==> config.mk <==
export PLATFORM = sky130hd
export DESIGN_NAME = bresenham_line_rasterizer
export DESIGN_NICKNAME = d
export VERILOG_FILES = /design/src/design/blr_pkg.sv /design/src/design/blr_ctrl.sv /design/src/design/blr_dpath.sv /design/src/design/bresenham_line_rasterizer.sv
export SDC_FILE = /design/constraint.sdc
export NUM_CORES = 1
export LEC_CHECK = 0
export ABC_AREA = 1
export ABC_CLOCK_PERIOD_IN_PS = 4000
export BUFFER_PORTS_ARGS = -buffer_cell sky130_fd_sc_hd__buf_4
export CELL_PAD_IN_SITES_DETAIL_PLACEMENT = 1
export CELL_PAD_IN_SITES_GLOBAL_PLACEMENT = 1
export CORE_ASPECT_RATIO = 1.5
export CORE_UTILIZATION = 35
export DETAILED_ROUTE_END_ITERATION = 7
export GPL_TIMING_DRIVEN = 0
export PLACE_DENSITY = 0.67
export SLEW_MARGIN = 25
export SYNTH_ARGS = -nofsm -noshare
export SYNTH_HDL_FRONTEND = slang
export SYNTH_SLANG_ARGS = --single-unit
==> constraint.sdc <==
create_clock -name clk -period 4 [get_ports clk]
set_clock_uncertainty 0.05 [all_clocks]
set_input_delay 0.8 -clock clk [delete_from_list [all_inputs] [get_ports clk]]
set_output_delay 0.8 -clock clk [all_outputs]
set_load 0.05 [all_outputs]
==> src/design/blr_pkg.sv <==
// Shared types and constants for the line rasteriser.
// Used by blr_ctrl, blr_dpath, bresenham_line_rasterizer and the test files; no dependencies.
package blr_pkg;

  localparam int COORD_W = 6;
  localparam int SHADE_W = 4;
  localparam int SCREEN_W = 7;
  localparam int ERR_W = 8;
  localparam int CFG_IDX_W = 2;

  localparam logic [SHADE_W-1:0] MAX_SHADE = 4'd10;

  // Register indexes of the configuration port
  localparam logic [CFG_IDX_W-1:0] REG_SCREEN_WIDTH = 2'd0;
  localparam logic [CFG_IDX_W-1:0] REG_SCREEN_HEIGHT = 2'd1;

  localparam logic [SCREEN_W-1:0] SCREEN_RESET = 7'd40;

  // Commands from the controller to the datapath
  typedef struct packed {
    logic load;   // capture a new segment request
    logic emit;   // write current pixel to the output register and advance
  } blr_cmd_t;

  // Status from the datapath to the controller
  typedef struct packed {
    logic at_end;    // walk position equals the second endpoint
    logic out_free;  // output register empty or being taken this cycle
  } blr_sts_t;

endpackage

==> src/design/blr_ctrl.sv <==
// Controller state machine for the line rasteriser.
// Depends on blr_pkg for the command and status types.
module blr_ctrl (
  input  logic              clk,
  input  logic              rst_n,
  input  logic              in_valid,
  output logic              in_ready,
  input  blr_pkg::blr_sts_t sts,
  output blr_pkg::blr_cmd_t cmd
);

  typedef enum logic {
    S_IDLE,
    S_WALK
  } state_t;

  state_t state_r;
  state_t state_nxt;

  assign in_ready = (state_r == S_IDLE);

  always_comb begin
    cmd.load = in_valid && (state_r == S_IDLE);
    cmd.emit = (state_r == S_WALK) && sts.out_free;
    state_nxt = state_r;
    unique case (state_r)
      S_IDLE: begin
        if (in_valid) state_nxt = S_WALK;
      end
      S_WALK: begin
        if (sts.out_free && sts.at_end) state_nxt = S_IDLE;
      end
      default: state_nxt = S_IDLE;
    endcase
  end

  always_ff @(posedge clk) begin
    if (!rst_n) begin
      state_r <= S_IDLE;
    end else begin
      state_r <= state_nxt;
    end
  end

endmodule

==> src/design/blr_dpath.sv <==
// Datapath for the line rasteriser: walk registers, error term, screen
// registers and the output register. Depends on blr_pkg.
module blr_dpath (
  input  logic                            clk,
  input  logic                            rst_n,
  input  blr_pkg::blr_cmd_t               cmd,
  output blr_pkg::blr_sts_t               sts,
  input  logic                            cfg_we,
  input  logic [blr_pkg::CFG_IDX_W-1:0]   cfg_index,
  input  logic [blr_pkg::SCREEN_W-1:0]    cfg_data,
  input  logic [blr_pkg::COORD_W-1:0]     in_start_x,
  input  logic [blr_pkg::COORD_W-1:0]     in_start_y,
  input  logic [blr_pkg::COORD_W-1:0]     in_end_x,
  input  logic [blr_pkg::COORD_W-1:0]     in_end_y,
  input  logic [blr_pkg::SHADE_W-1:0]     in_shade,
  output logic                            out_valid,
  input  logic                            out_ready,
  output logic [blr_pkg::COORD_W-1:0]     out_pixel_x,
  output logic [blr_pkg::COORD_W-1:0]     out_pixel_y,
  output logic [blr_pkg::SHADE_W-1:0]     out_pixel_shade,
  output logic                            out_visible,
  output logic                            out_last
);

  localparam int CW = blr_pkg::COORD_W;
  localparam int EW = blr_pkg::ERR_W;

  logic [blr_pkg::SCREEN_W-1:0] scr_w_r, scr_h_r;
  logic [CW-1:0]                cur_x_r, cur_y_r, goal_x_r, goal_y_r;
  logic [CW-1:0]                span_x_r, span_y_r;
  logic                         neg_x_r, neg_y_r;
  logic signed [EW-1:0]         err_r;
  logic [blr_pkg::SHADE_W-1:0]  shade_r;
  logic                         out_valid_r;
  logic [CW-1:0]                px_r, py_r;
  logic [blr_pkg::SHADE_W-1:0]  pshade_r;
  logic                         vis_r, last_r;

  logic                         ld_neg_x, ld_neg_y;
  logic [CW-1:0]                ld_span_x, ld_span_y;
  logic signed [EW:0]           e2, sx_s, sy_s, err_nxt;
  logic                         move_x, move_y;

  // Set up the walk from the requested endpoints
  always_comb begin
    ld_neg_x  = !(in_start_x < in_end_x);
    ld_neg_y  = !(in_start_y < in_end_y);
    ld_span_x = ld_neg_x ? in_start_x - in_end_x : in_end_x - in_start_x;
    ld_span_y = ld_neg_y ? in_start_y - in_end_y : in_end_y - in_start_y;
  end

  // One Bresenham step
  always_comb begin
    sx_s    = $signed({{(EW+1-CW){1'b0}}, span_x_r});
    sy_s    = $signed({{(EW+1-CW){1'b0}}, span_y_r});
    e2      = {err_r, 1'b0};
    move_x  = e2 > -sy_s;
    move_y  = e2 < sx_s;
    err_nxt = {err_r[EW-1], err_r};
    if (move_x) err_nxt = err_nxt - sy_s;
    if (move_y) err_nxt = err_nxt + sx_s;
  end

  assign sts.at_end   = (cur_x_r == goal_x_r) && (cur_y_r == goal_y_r);
  assign sts.out_free = !out_valid_r || out_ready;

  always_ff @(posedge clk) begin
    if (!rst_n) begin
      scr_w_r     <= blr_pkg::SCREEN_RESET;
      scr_h_r     <= blr_pkg::SCREEN_RESET;
      out_valid_r <= 1'b0;
    end else begin
      if (cfg_we && cfg_index == blr_pkg::REG_SCREEN_WIDTH) scr_w_r <= cfg_data;
      if (cfg_we && cfg_index == blr_pkg::REG_SCREEN_HEIGHT) scr_h_r <= cfg_data;
      if (cmd.emit) out_valid_r <= 1'b1;
      else if (out_ready) out_valid_r <= 1'b0;
    end
  end

  always_ff @(posedge clk) begin
    if (cmd.load) begin
      cur_x_r  <= in_start_x;
      cur_y_r  <= in_start_y;
      goal_x_r <= in_end_x;
      goal_y_r <= in_end_y;
      neg_x_r  <= ld_neg_x;
      neg_y_r  <= ld_neg_y;
      span_x_r <= ld_span_x;
      span_y_r <= ld_span_y;
      err_r    <= EW'($signed({2'b00, ld_span_x}) - $signed({2'b00, ld_span_y}));
      shade_r  <= (in_shade > blr_pkg::MAX_SHADE) ? blr_pkg::MAX_SHADE : in_shade;
    end else if (cmd.emit && !sts.at_end) begin
      err_r <= err_nxt[EW-1:0];
      if (move_x) cur_x_r <= neg_x_r ? cur_x_r - 1'b1 : cur_x_r + 1'b1;
      if (move_y) cur_y_r <= neg_y_r ? cur_y_r - 1'b1 : cur_y_r + 1'b1;
    end
    if (cmd.emit) begin
      px_r     <= cur_x_r;
      py_r     <= cur_y_r;
      pshade_r <= shade_r;
      vis_r    <= ({1'b0, cur_x_r} < scr_w_r) && ({1'b0, cur_y_r} < scr_h_r);
      last_r   <= sts.at_end;
    end
  end

  assign out_valid       = out_valid_r;
  assign out_pixel_x     = px_r;
  assign out_pixel_y     = py_r;
  assign out_pixel_shade = pshade_r;
  assign out_visible     = vis_r;
  assign out_last        = last_r;

endmodule

==> src/design/bresenham_line_rasterizer.sv <==
// Top level of the Bresenham line rasteriser.
// Depends on blr_pkg, blr_ctrl and blr_dpath.
//
// Input channel (in_valid/in_ready): one segment request, two endpoints and
//   a shade index; shade above ten saturates to ten.
// Output channel (out_valid/out_ready): one pixel request per step of the
//   walk, in walk order, both endpoints included; out_last marks the second
//   endpoint and out_visible says the pixel lies inside the screen.
// Configuration port (cfg_we/cfg_index/cfg_data): screen width (index 0) and
//   height (index 1); other indexes are dropped. Write only while idle.
// Timing: a request is taken only in the idle state. The walk then emits one
//   pixel per cycle while the output register is free, so a segment of span
//   (dx, dy) gives max(dx, dy) + 1 pixels. out_valid rises at the earliest
//   once the walk state is entered and the first pixel is registered; in_ready
//   rises again once the last pixel enters the output register.
// Reset (synchronous, active low): return to idle, empty the output
//   register, set both screen sizes to 40.
// Stalls: while out_ready is low a pixel in the output register is held and
//   the walk pauses once that register is full; nothing is lost or repeated.
module bresenham_line_rasterizer (
  input  logic                            clk,
  input  logic                            rst_n,
  input  logic                            cfg_we,
  input  logic [blr_pkg::CFG_IDX_W-1:0]   cfg_index,
  input  logic [blr_pkg::SCREEN_W-1:0]    cfg_data,
  input  logic                            in_valid,
  output logic                            in_ready,
  input  logic [blr_pkg::COORD_W-1:0]     in_start_x,
  input  logic [blr_pkg::COORD_W-1:0]     in_start_y,
  input  logic [blr_pkg::COORD_W-1:0]     in_end_x,
  input  logic [blr_pkg::COORD_W-1:0]     in_end_y,
  input  logic [blr_pkg::SHADE_W-1:0]     in_shade,
  output logic                            out_valid,
  input  logic                            out_ready,
  output logic [blr_pkg::COORD_W-1:0]     out_pixel_x,
  output logic [blr_pkg::COORD_W-1:0]     out_pixel_y,
  output logic [blr_pkg::SHADE_W-1:0]     out_pixel_shade,
  output logic                            out_visible,
  output logic                            out_last
);

  blr_pkg::blr_cmd_t cmd;
  blr_pkg::blr_sts_t sts;

  // Sequencer: idle / walk
  blr_ctrl u_ctrl (
    .clk      (clk),
    .rst_n    (rst_n),
    .in_valid (in_valid),
    .in_ready (in_ready),
    .sts      (sts),
    .cmd      (cmd)
  );

  // Walk registers, step unit and output register
  blr_dpath u_dpath (
    .clk             (clk),
    .rst_n           (rst_n),
    .cmd             (cmd),
    .sts             (sts),
    .cfg_we          (cfg_we),
    .cfg_index       (cfg_index),
    .cfg_data        (cfg_data),
    .in_start_x      (in_start_x),
    .in_start_y      (in_start_y),
    .in_end_x        (in_end_x),
    .in_end_y        (in_end_y),
    .in_shade        (in_shade),
    .out_valid       (out_valid),
    .out_ready       (out_ready),
    .out_pixel_x     (out_pixel_x),
    .out_pixel_y     (out_pixel_y),
    .out_pixel_shade (out_pixel_shade),
    .out_visible     (out_visible),
    .out_last        (out_last)
  );

endmodule

### Yosys cells after proc, flatten, opt, wreduce, memory -nomap -nowiden

Index checks and enable logic that the tools add are counted.

| word-level totals | value |
|---|---|
| flip-flop bits (word level) | 84 |
| input port bits | 42 |
| output and inout port bits | 20 |
| logic and storage cells | 81 |

| cells by class | value |
|---|---|
| add/sub/neg operators | 12 |
| order comparisons | 7 |
| equality and inequality tests | 3 |
| muxes and demuxes | 19 |
| bitwise gates (word level) | 1 |
| reduce and logical (&&, ||, !) cells | 20 |

Operators by type and width:

| operator | count |
|---|---|
| $mux W6 | 10 |
| $mux W8 | 4 |
| $sub A6 B6 Y6 | 4 |
| $lt A6 B7 Y1 | 2 |
| $add A6 B1 Y6 const B | 2 |
| $eq A6 B6 Y1 | 2 |
| $lt A6 B6 Y1 | 2 |
| $sub A6 B1 Y6 const B | 2 |
| $gt A9 B9 Y1 | 1 |
| $lt A9 B7 Y1 | 1 |
| $neg A6 Y9 | 1 |
| $add A8 B7 Y8 | 1 |
| $logic_and A1 B1 Y1 | 8 |
| $reduce_bool A2 Y1 | 4 |
| $sub A8 B7 Y8 | 1 |
| $sub A6 B6 Y7 | 1 |
| $gt A4 B4 Y1 const B | 1 |
| $logic_not A1 Y1 | 4 |
| $mux W1 | 4 |
| $reduce_and A2 Y1 | 2 |
| $eq A2 B1 Y1 const B | 1 |
| $logic_not A2 Y1 | 1 |
| $pmux W1 S2 | 1 |
| $logic_or A1 B1 Y1 | 1 |
| $not A1 Y1 | 1 |

### Logic depth before layout (Yosys ltp)

| depth | value |
|---|---|
| depth after elaboration | 7 |
| depth in mapped cells | 30 |
| mapped depth without buffers | 29 |

### By module

Synthesis repeated with hierarchy kept, for this count alone.

| unflattened totals | value |
|---|---|
| cell total of the unflattened synthesis | 677 |
| area, all modules | 5916.9 sq um |

By module, submodules not included:

| module | times used | cells each | area each (sq um) |
|---|---|---|---|
| blr_dpath | 1 | 667 | 5859.4 |
| blr_ctrl | 1 | 10 | 57.6 |

### Least setup slack after synthesis

OpenSTA, ideal clock, no wires.

| timing | value |
|---|---|
| kind | register to register |
| start point | register u_dpath.span_y_r[1] |
| end point | register u_dpath.err_r[6], data pin |
| library setup time | 0.257 ns |
| arrival time | 3.299 ns |
| required time | 3.693 ns |
| slack | 0.394 ns |
| stages on the path, launching flop included | 27 |
| path buffers | 1 |
| period minus slack after synthesis | 3.606 ns |
| cells stage by stage | edfxtp_1 inv_1 ha_1 nand3_1 xor2_1 ha_1 nand2_1 inv_1 nand2_1 nand2_1 nand2_1 nand2_1 nand2_1 nand2_1 buf_4 o21ai_0 inv_1 ha_1 fa_1 a21oi_1 o21bai_1 nand2_1 nand2_1 a21oi_1 nor2_1 a21oi_1 o21ai_1 |

| between the ends | value |
|---|---|
| cells in the longest elaborated chain, start to end | 7 |
| elaborated cells on any way between the ends | 8 |
| those cells by class | 3 x add/sub; 1 x order compare; 4 x mux |

Ends and longest elaborated chain:

| element | RTL line | text |
|---|---|---|
| start: declaration | blr_dpath.sv:30 | `logic [CW-1:0] span_x_r, span_y_r;` |
| start signal: assignment | blr_dpath.sv:89 | `span_y_r <= ld_span_y;` |
| $neg A6 Y9 | blr_dpath.sv:57 | `move_x = e2 > -sy_s;` |
| $gt A9 B9 Y1 | blr_dpath.sv:57 |  |
| $mux W8 * | blr_dpath.sv:60 | `if (move_x) err_nxt = err_nxt - sy_s;` |
| $add A8 B7 Y8 | blr_dpath.sv:61 | `if (move_y) err_nxt = err_nxt + sx_s;` |
| $mux W8 * | blr_dpath.sv:61 |  |
| $mux W8 * | blr_dpath.sv:92 | `end else if (cmd.emit && !sts.at_end) begin` |
| $mux W8 * | blr_dpath.sv:81 | `if (cmd.load) begin` |
| end signal: assignment | blr_dpath.sv:90 | `err_r <= EW'($signed({2'b00, ld_span_x}) - $signed({2'b00, ld_span_y}));` |
| end signal: assignment | blr_dpath.sv:93 | `err_r <= err_nxt[EW-1:0];` |
| end: declaration | blr_dpath.sv:32 | `logic signed [EW-1:0] err_r;` |

Mark *: on every way between the ends. The rest lies on a longest branch, timed or not. The select of a mux whose other input is x is not followed.
A chain may end at the register's enable or synchronous reset.

### Final worst setup path

| timing | value |
|---|---|
| start point | input in_start_y[0] in the netlist's numbering |
| end point | register u_dpath.err_r[6], data pin |

| between the ends | value |
|---|---|
| cells in the longest elaborated chain, start to end | 4 |
| elaborated cells on any way between the ends | 6 |
| those cells by class | 3 x add/sub; 1 x order compare; 2 x mux |

Ends and longest elaborated chain:

| element | RTL line | text |
|---|---|---|
| start: declaration | bresenham_line_rasterizer.sv:29 | `input logic [blr_pkg::COORD_W-1:0] in_start_y,` |
| $sub A6 B6 Y6 / $lt A6 B6 Y1 (equally long branches) | blr_dpath.sv:49, blr_dpath.sv:47 |  |
| $mux W6 * | blr_dpath.sv:49 | `ld_span_y = ld_neg_y ? in_start_y - in_end_y : in_end_y - in_start_y;` |
| $sub A6 B6 Y7 * | blr_dpath.sv:90 |  |
| $mux W8 * | blr_dpath.sv:81 |  |

Mark *: on every way between the ends. The rest lies on a longest branch, timed or not.

==> summary.txt <==
Clocking
  • Clock root cell: clkbuf_16
  • Clock Sinks: 84
  • Htree depth: 3
  • Clock transition at path regs: 0.06 ns
  • Total CTS buffers: 9
  • CTS tree: yes
  • Worst-skew pair later-pin latency: 0.34 ns
  • Maximum buffer depth of the clock tree: 2
  • CTS Hold Bufs: 0

Floorplan
  • Core area: 16400 um2
  • FP Rows: 57
  • Starting density of the core: 36.2%
  • Die area: 17500 um2
  • Die height: 161 um
  • Die W: 108 um
  • Ports: 62

Synth
  • Top-area cell type share of the netlist area: 34.4%
  • Mapped Avg Cell Area: 8.71 um2
  • Number of synthesized register bits: 84
  • Seq/Total Area, Yosys: 39.8%
  • Mapped Cells: 681
  • Net count after synthesis: 805
  • Primary FF master, synth: edfxtp_1
  • Post-synth cell types: 41
  • Yosys warnings: 0
  • Synth area leader: edfxtp_1
  • Top cells by area, synth: edfxtp_1, ha_1, nand2_1
  • Post-synthesis async set-or-reset flop share: 0%
  • Post-synth EDFFs: 68
  • Post-Syn Area: 5930 um2

Route
  • Vias/cell: 5.07
  • Vias after detailed routing: 4941
  • DRT Pass-1 Iters: 4
  • Drt wl/cell: 17.0 um
  • Final ANT Viol Nets: 0
  • WL final: 16.6 mm
  • Initial DRC count: 140
  • Drc violations: 0

Timing
  • Max Transition Viols Final: 0
  • Slew @ Worst Pin: 0.943 ns
  • Fin crit period: 3.90 ns
  • Setup ws final: 0.102 ns
  • Period utilization: 97.4%
  • Fmax: 257 MHz
  • RSZ-0062 raised after global routing: true
  • Final setup vio count: 0
  • Hold_ws: 0.375 ns
  • Slew HR: 36.5%
  • Fin. Hold Viols: 0

Min path
  • Min-Delay Path Class: reg2reg

Worst setup path
  • CP startpoint kind: input port
  • Crit path max fanout: 6
  • Top Family by Delay on Critical Path: compound AO/OA/AOI/OAI gates
  • Setup crit end kind: register
  • WP data arrival: 3.94 ns
  • Critical Path RT: 4.04 ns
  • Setup CP Type: in2reg
  • CP peak stage delay: 0.69 ns
  • CP max stage cell: o21ai_0
  • Buf/Inv on CP: 4
  • Critical path, cell by cell: buf_4 -> inv_1 -> ha_1 -> fa_1 -> inv_1 -> nand3_1 -> nand2_1 -> nand2_1 -> nand2_2 -> a21oi_4 -> o21ai_0 -> fa_1 -> inv_1 -> o31ai_2 -> and2_1 -> o21ai_0 -> nand2_1 -> o21ai_1

Placed design
  • Setup Slack @ Placement: -0.450 ns
  • IO buf count: 61
  • DP HPWL: 13.5 mm
  • Final Wtd Congestion: 0.856

Cells and area
  • Most frequent cells in the layout: nand2_1, inv_1, buf_4
  • Final nets: 888
  • Share of cells above drive strength 1: 18.5%
  • Post-Route Utilization: 44.0%
  • Commonest non-fill, non-tap cell in the layout: nand2_1
  • Antenna cells: 0
  • Area Growth Syn to Fin: 21.8%

Pwr
  • VDD IR-drop max: 0.289 mV
  • Combinational Power Share: 51.6%
  • Sequential share of power: 30.4%
  • Pwr/cell area: 606 nW/um2
  • Switching Power: 1.88 mW
  • Leakage: 3.45 nW
  • Internal power: 2.50 mW
  • Clk pwr share: 18.0%
  • Switching Fraction: 42.8%

GRT
  • Global Route Usage Sum: 20.1%
  • Initial antenna violation count: 0
  • Number of global-route vias before repair: 5503
  • Total gr overflow: 0
  • Global-route wire length before repair: 26.8 mm
  • Pin count of the biggest net entering global routing: 22

Run status
  • Status: complete, no violations

Run
  • MaxCap Viol Count: 0
## final timing paths
check,startpoint,end,slack (ns),cells after the start
worst max-delay path,in_start_y[0],u_dpath.err_r[6],0.10,18
worst min-delay path,u_dpath.shade_r[2],u_dpath.out_pixel_shade[2],0.37,0
worst min register to register,u_dpath.shade_r[2],u_dpath.out_pixel_shade[2],0.37,0
worst max register to register,u_dpath.span_y_r[0],u_dpath.err_r[6],0.13,25
## worst register-to-register path, stage by stage, from the launching register on
cell and delay [ns]:
edfxtp_1 0.44, buf_6 0.16, nor3_4 0.18, nand3_2 0.13, nor2_2 0.14, ha_1 0.26, nand2_1 0.11, inv_1 0.08
a21oi_4 0.19, nand2_2 0.09, nand2_4 0.11, nand2_8 0.08, buf_6 0.13, nand2_2 0.05, o21a_1 0.17, inv_2 0.07
fa_2 0.38, a21oi_2 0.16, o21bai_2 0.11, nand2_1 0.09, nand2_2 0.07, a21oi_2 0.15, nor2_2 0.07, nand3_1 0.09
nand2_1 0.06, o21ai_1 0.15
## cells by family after synthesis
family                     Yosys count  synth area share [%]
and+or+nand+nor                    220                  15.4
buffers and inverters              140                  9.07
AOI/OAI and AO/OA                  119                  12.0
DFF                                 84                  39.8
adders and majority gates           82                  18.4
xor gates and xnor gates            36                  5.32
## synth_stat cells (8+ instances only)
library cell  count
nand2_1         134
o21ai_0          38
nor2_1           34
fa_1              9
inv_1           127
xor2_1           28
nand3_1          29
dfxtp_1          16
xnor2_1           8
a21oi_1          40
ha_1             73
edfxtp_1         68
## metrics by stage
| stage | power (mW) | TNS (ns) | std cells | area [um2] |
|---|---|---|---|---|
| finish | 4.38 | 0 | 975 | 7220 |
| detailed placement | 3.35 | -1.32 | 949 | 6680 |
| global route | 4.71 | -0.131 | 975 | 7220 |
| CTS | 4.27 | 0 | 973 | 7080 |
| floorplan | 2.73 | 0 | 681 | 5930 |
| global placement | 3.22 | -0.813 | 948 | 6650 |
## registers in the layout (all words and copies together), names as in the netlist, 6 cells and up
register / count
u_dpath.err_r: 8
u_dpath.scr_h_r: 7
u_dpath.scr_w_r: 7
u_dpath.cur_x_r: 6
u_dpath.cur_y_r: 6
u_dpath.goal_x_r: 6
u_dpath.goal_y_r: 6
u_dpath.out_pixel_x: 6
u_dpath.out_pixel_y: 6
u_dpath.span_x_r: 6
u_dpath.span_y_r: 6
## metal layers
layer	part of all wire (%)	track usage, %
met5	0	0
met4	4.1	9.71
met3	2.4	2.54
met2	57	40.1
met1	36	19.7
## cell type report
cell class | instances | area [um2]
inverter | 132 | 495
clock inverter | 6 | 48.8
timing repair buffer | 73 | 576
clock buffer | 10 | 229
tap | 206 | 258
fill | 1945 | 9180
sequential | 84 | 2360
multi-input combinational | 457 | 3220
buffer | 7 | 36.3
## timing repair
item,CTS,global route
buffers inserted,8,3
resized for setup,19,34
pin swaps,5,18
gates cloned,0,0
setup endpoints to repair,4,4
## power by group through the flow
stage	sequential [mW]	clock [mW]	combinational (mW)
after floorplan	1.34	0	1.39
after global placement	1.34	0	1.87
after detailed placement	1.35	0	2.01
after CTS	1.33	0.808	2.13
after global routing	1.35	0.831	2.53
final	1.33	0.788	2.26
(Power assumes the default switching activity.)
